## config.mk

```make
export PLATFORM = sky130hd
export DESIGN_NAME = ssi_wmul
export DESIGN_NICKNAME = d
export VERILOG_FILES = /design/src/hw/rtl/ssi_pkg.sv /design/src/hw/rtl/ssi_wmul.sv
export SDC_FILE = /design/constraint.sdc
export NUM_CORES = 2
export LEC_CHECK = 0
export BUFFER_PORTS_ARGS = -buffer_cell sky130_fd_sc_hd__buf_2
export CAP_MARGIN = 20
export CORE_UTILIZATION = 55
export DETAILED_ROUTE_END_ITERATION = 8
export HOLD_SLACK_MARGIN = 0.12
export PLACE_DENSITY = 0.82
export SKIP_CTS_REPAIR_TIMING = 1
export SLEW_MARGIN = 10
export SYNTH_ARGS = -nofsm -noshare
export SYNTH_HDL_FRONTEND = slang
export SYNTH_SLANG_ARGS = --single-unit
```

## constraint.sdc

```tcl
create_clock -name clk -period 10.75 [get_ports clk]
set_input_delay 1.6125 -clock clk [delete_from_list [all_inputs] [get_ports clk]]
set_output_delay 1.6125 -clock clk [all_outputs]
set_load 0.02 [all_outputs]
```

## src/hw/rtl/ssi_pkg.sv

```systemverilog
// Shared constants for the segment/sphere intersection pipeline.
// No dependencies; used by ssi_wmul and segment_sphere_intersection.
package ssi_pkg;

  localparam int COORD_WIDTH_DEF = 32;
  localparam int T_FRAC_BITS_DEF = 16;
  localparam int MUL_CHUNK       = 32;

endpackage

```

## src/hw/rtl/ssi_wmul.sv

```systemverilog
// Pipelined unsigned wide multiplier: chunked partial products, then summation.
// Partial products and the sum are each registered on enabled cycles. Depends on ssi_pkg.
module ssi_wmul #(
  parameter int WA = 32,
  parameter int WB = 32
) (
  input  logic               clk,
  input  logic               en,
  input  logic [WA-1:0]      a,
  input  logic [WB-1:0]      b,
  output logic [WA+WB-1:0]   p
);

  localparam int CW = ssi_pkg::MUL_CHUNK;
  localparam int NA = (WA + CW - 1) / CW;
  localparam int NB = (WB + CW - 1) / CW;
  localparam int PW = (NA + NB) * CW;

  logic [NA*CW-1:0] a_ext;
  logic [NB*CW-1:0] b_ext;
  logic [2*CW-1:0]  pp_r [NA][NB];
  logic [PW-1:0]    acc;
  logic [WA+WB-1:0] p_r;

  assign a_ext = (NA*CW)'(a);
  assign b_ext = (NB*CW)'(b);

  always_ff @(posedge clk) begin
    if (en) begin
      for (int i = 0; i < NA; i++) begin
        for (int j = 0; j < NB; j++) begin
          pp_r[i][j] <= (2*CW)'(a_ext[i*CW +: CW]) * (2*CW)'(b_ext[j*CW +: CW]);
        end
      end
    end
  end

  always_comb begin
    acc = '0;
    for (int i = 0; i < NA; i++) begin
      for (int j = 0; j < NB; j++) begin
        acc = acc + (PW'(pp_r[i][j]) << ((i + j) * CW));
      end
    end
  end

  always_ff @(posedge clk) begin
    if (en) begin
      p_r <= acc[WA+WB-1:0];
    end
  end

  assign p = p_r;

endmodule

```

; After elaboration in Yosys (flattened, before gate mapping)
; Memories as Yosys holds them, arrays and structs flattened. A register that Yosys moved wholly into a read port is not among the register bits.
; Index checks and enable logic that the tools add are counted.
[word_totals]
regBits = 0
ram_bits = 64
inputBits = 66
output_inout_bits = 64
elab_cells = 4
mem_count = 1
[classes]
multipliers = 1
n_mux = 2
[memory_table]
columns = name, depth, width, rd, rd_ports_with_merged_regs, write_ports, line
row1 = pp_r, 1, 64, 1, 1, 1, ssi_wmul.sv:21  ; logic [2*CW-1:0] pp_r [NA][NB];
[op_table]
columns = operator, count
row1 = multiplier 32 x 32 -> 64 bit, 1
row2 = 2-to-1 mux 1 bit, 2

; Logic depth before layout (Yosys ltp)
[depth]
depth_word = 2
mapped_depth = 29
ltp_nobuf = 28

; Least setup slack after synthesis
; No wires, ideal clock.
[synth_timing]
kind = in2reg
from = input port b[9]
to = memory pp_r[0][60] (netlist name), data pin
setup_time_ns = 0.262
t_arrival_ns = 8.672
path_slack_ns = 1.816
stages = 26
path_cell_list = clkbuf_1 > nand2_1 > fa_1 > inv_1 > fa_1 > inv_1 > fa_1 > inv_1 > fa_1 > fa_1 > fa_1 > fa_1 > inv_1 > fa_1 > inv_1 > ha_1 > and3_1 > and3_2 > and2_4 > a2111o_1 > a32oi_1 > a31oi_1 > a221o_1 > a221oi_1 > o21ai_1 > xor2_1
[synth_between]
elab_chain_cells = 1
[synth_rtl]
columns = element, line
row1 = from (decl), ssi_wmul.sv:10  ; input logic [WB-1:0] b,
row2 = multiplier 32 x 32 -> 64 bit, ssi_wmul.sv:32  ; pp_r[i][j] <= (2*CW)'(a_ext[i*CW +: CW]) * (2*CW)'(b_ext[j*CW +: CW]);
row3 = to (decl), ssi_wmul.sv:21
; No other way between the ends.

; Worst setup path after layout
[layout_timing]
from = input port a[15]
to = memory pp_r[0][60] (netlist name), data pin
[layout_between]
elab_chain_cells = 1
[layout_rtl]
columns = element, line
row1 = from (decl), ssi_wmul.sv:9  ; input logic [WA-1:0] a,
row2 = multiplier 32 x 32 -> 64 bit, ssi_wmul.sv:32
; No other way between the ends.

==> flow_metrics.py <==
metrics = {
    "run_status": {
        "status": "complete, no violations",
    },
    "route": {
        "firstDrtPassIters": 6,
        "postRouteAntennaNets": 0,
        "wl_per_cell_um": 21.01,
        "totalWireLength_um": 97240,
        "vias": 26150,
        "first_iter_violations": 2111,
        "vias_per_cell": 5.651,
        "drc": 0,
    },
    "yosys": {
        "yosysTopAreaCellShare": 0.4835,
        "ys_seq_area_frac": 0.1036,
        "syn-num-nets": 5016,
        "synthTopCellsByArea": "fa_1 48%, edfxtp_1 10%, and2_1 10%",
        "synth_top_cell_by_area": "fa_1",
        "ys_seq_elements": 128,
        "netlist_instances": 3791,
        "yosys_most_used_dff": "edfxtp_1",
        "synth_warnings": 0,
        "syn_avg_cell_area_um2": 9.786,
        "yosysMostFrequentCell": "fa_1",
        "async_flop_share": 0,
        "ys_top_cells_by_count": "896 x fa_1, 861 x inv_1, 599 x and2_1",
        "synth_edf_count": 128,
        "syn_area_um2": 37100,
        "ys_types": 71,
    },
    "sta": {
        "finalCritPeriodShare": 0.9033,
        "slew_headroom": 0.3012,
        "fmax_mhz": 103.0,
        "drv_slew": 0,
        "fin_crit_ns": 9.710,
        "setup_viol": 0,
        "finalSetupTns_ns": 0,
        "fin_skew_ns": 0.01119,
        "worstMarginPinSlew_ns": 1.048,
        "rsz0062_at_grt": "false",
        "finalHoldViolations": 0,
    },
    "critical_path": {
        "cp_top_family": "adder cells",
        "cp_max_fo": 32,
        "cp-end-kind": "flop",
        "crit_path_max_incr_delay_ns": 0.66,
        "required_ns": 10.91,
        "arrival_ns": 9.87,
        "cp_common_cell": "fa_1",
        "critPathKind": "in2reg",
        "crit_chain": "buf_2, and2_1, fa_1, fa_1, inv_1, fa_1, fa_1, fa_1, inv_1, fa_1, fa_1, fa_1, ha_1, nand2_1, nor2_1, a211o_2, a2111o_1, a32oi_1, a31oi_1, a221o_1, a221oi_1, o21ai_1, xor2_1",
        "slowest_stage": "buf_2",
        "r2r_setup_slack_ns": 10.06,
        "crit_path_start_kind": "input pin",
        "crit_buf_inv": 3,
    },
    "die": {
        "die-area_um2": 68490,
        "io_pins": 130,
        "rows": 94,
        "fp.dieW_um": 261.7,
        "core_region_area_um2": 66220,
        "initial_utilization": 0.5603,
        "die_y_um": 261.7,
    },
    "hold_path": {
        "hp-class": "reg2reg",
    },
    "grt": {
        "overflow": 0,
        "grt_max_degree": 79,
        "grt_pass1_wl_um": 154800,
        "antenna_found_initial": 7,
        "grt_pass1_vias": 28560,
        "grt.total_usage": 0.2987,
    },
    "placed_design": {
        "portBuffers": 129,
        "dp_hpwl_um": 73510,
        "gp_congestion": 0.9449,
    },
    "clock_network": {
        "tritoncts": "done",
        "cts_buffer_depth": 2,
        "clk_pin_slew_ns": 0.06,
        "clk_latency_ns": 0.42,
        "numCtsBuffers": 17,
        "cts-root-buf": "clkbuf_16",
        "cts.sinks": 128,
        "cts_max_level": 4,
    },
    "final_layout": {
        "postLayoutCoreUtil": 0.5846,
        "drive_above_1_share": 0.05423,
        "syn_to_final_growth_pct": 4.344,
        "fillers": 5407,
        "num-nets-final": 4974,
    },
    "job": {
        "drv_cap": 0,
    },
}
## cell usage in the layout, fill, tap and decap left out, drive strengths merged, types with 2 or more instances in the layout
cell type    n
a211o        3
a211oi       5
a21o        34
a21oi       66
a221oi       2
a31oi       16
a41oi        2
and2       601
and3         9
buf        153
clkbuf      17
clkinv       5
diode        2
edfxtp     128
fa         896
ha         263
inv        870
nand2      473
nand2b       3
nand3       11
nand4       18
nor2        31
nor2b        3
nor3         7
o21a         5
o21ai       40
o21bai       9
o31ai        3
o41ai        2
xnor2       35
xor2        27
## kinds of logic after synthesis
kind of cell,share of synthesized area
compound gates,0.03582
xor+xnor,0.01464
fa+ha+maj,0.5722
buf+inv,0.1111
flops,0.1036
mux,0.0002698
simple gates,0.1624
## state kept, by name, summed over array words and instances, names as in the netlist
register and flops:
p 64, pp_r 64
## path summary, 6_finish.rpt
check             cells past startpoint   startpoint           to
hold reg to reg                       0  pp_r[0][25]        p[25]
setup / recovery                     23        a[15]  pp_r[0][60]
hold / removal                        0  pp_r[0][25]        p[25]
setup reg to reg                      0  pp_r[0][27]        p[27]
## metrics by stage
step	setup slack [ns]	hold slack (ns)	cell area, µm²	cells
detailed placement	0.7551	0.4045	38120	4594
global placement	0.9430	0.4015	38120	4594
floorplan	1.816	0.4003	37100	3791
global route	0.8549	0.4149	38710	4628
CTS	1.193	0.4135	38710	4626
finish	1.040	0.4126	38710	4628
## routing by layer
layer / global-route usage / part of all wire / up-vias / wire [µm]
met5: 0 / 0.00028 / - / 27
met4: 0.1618 / 0.063 / 4 / 6174
met3: 0.05469 / 0.095 / 408 / 9196
met2: 0.5037 / 0.49 / 1439 / 47840
met1: 0.3647 / 0.35 / 13310 / 34010
li1: - / - / 10990 / -
## layout make-up
cell class / count / area (µm²) / area share
Timing Repair Buffer: 153 / 828.3 / 0.02140
Clock inverter: 15 / 162.7 / 0.004202
Tap cell: 864 / 1081 / 0.02793
Multi-Input combinational cell: 2588 / 29130 / 0.7526
Antenna cell: 2 / 5.005 / 0.0001293
Sequential cell: 128 / 3844 / 0.09929
Inverter: 861 / 3232 / 0.08349
Clock buffer: 17 / 425.4 / 0.01099
Power is not shown: default switching activity piles up to over one toggle a cycle in this logic, so the estimate is an artifact.
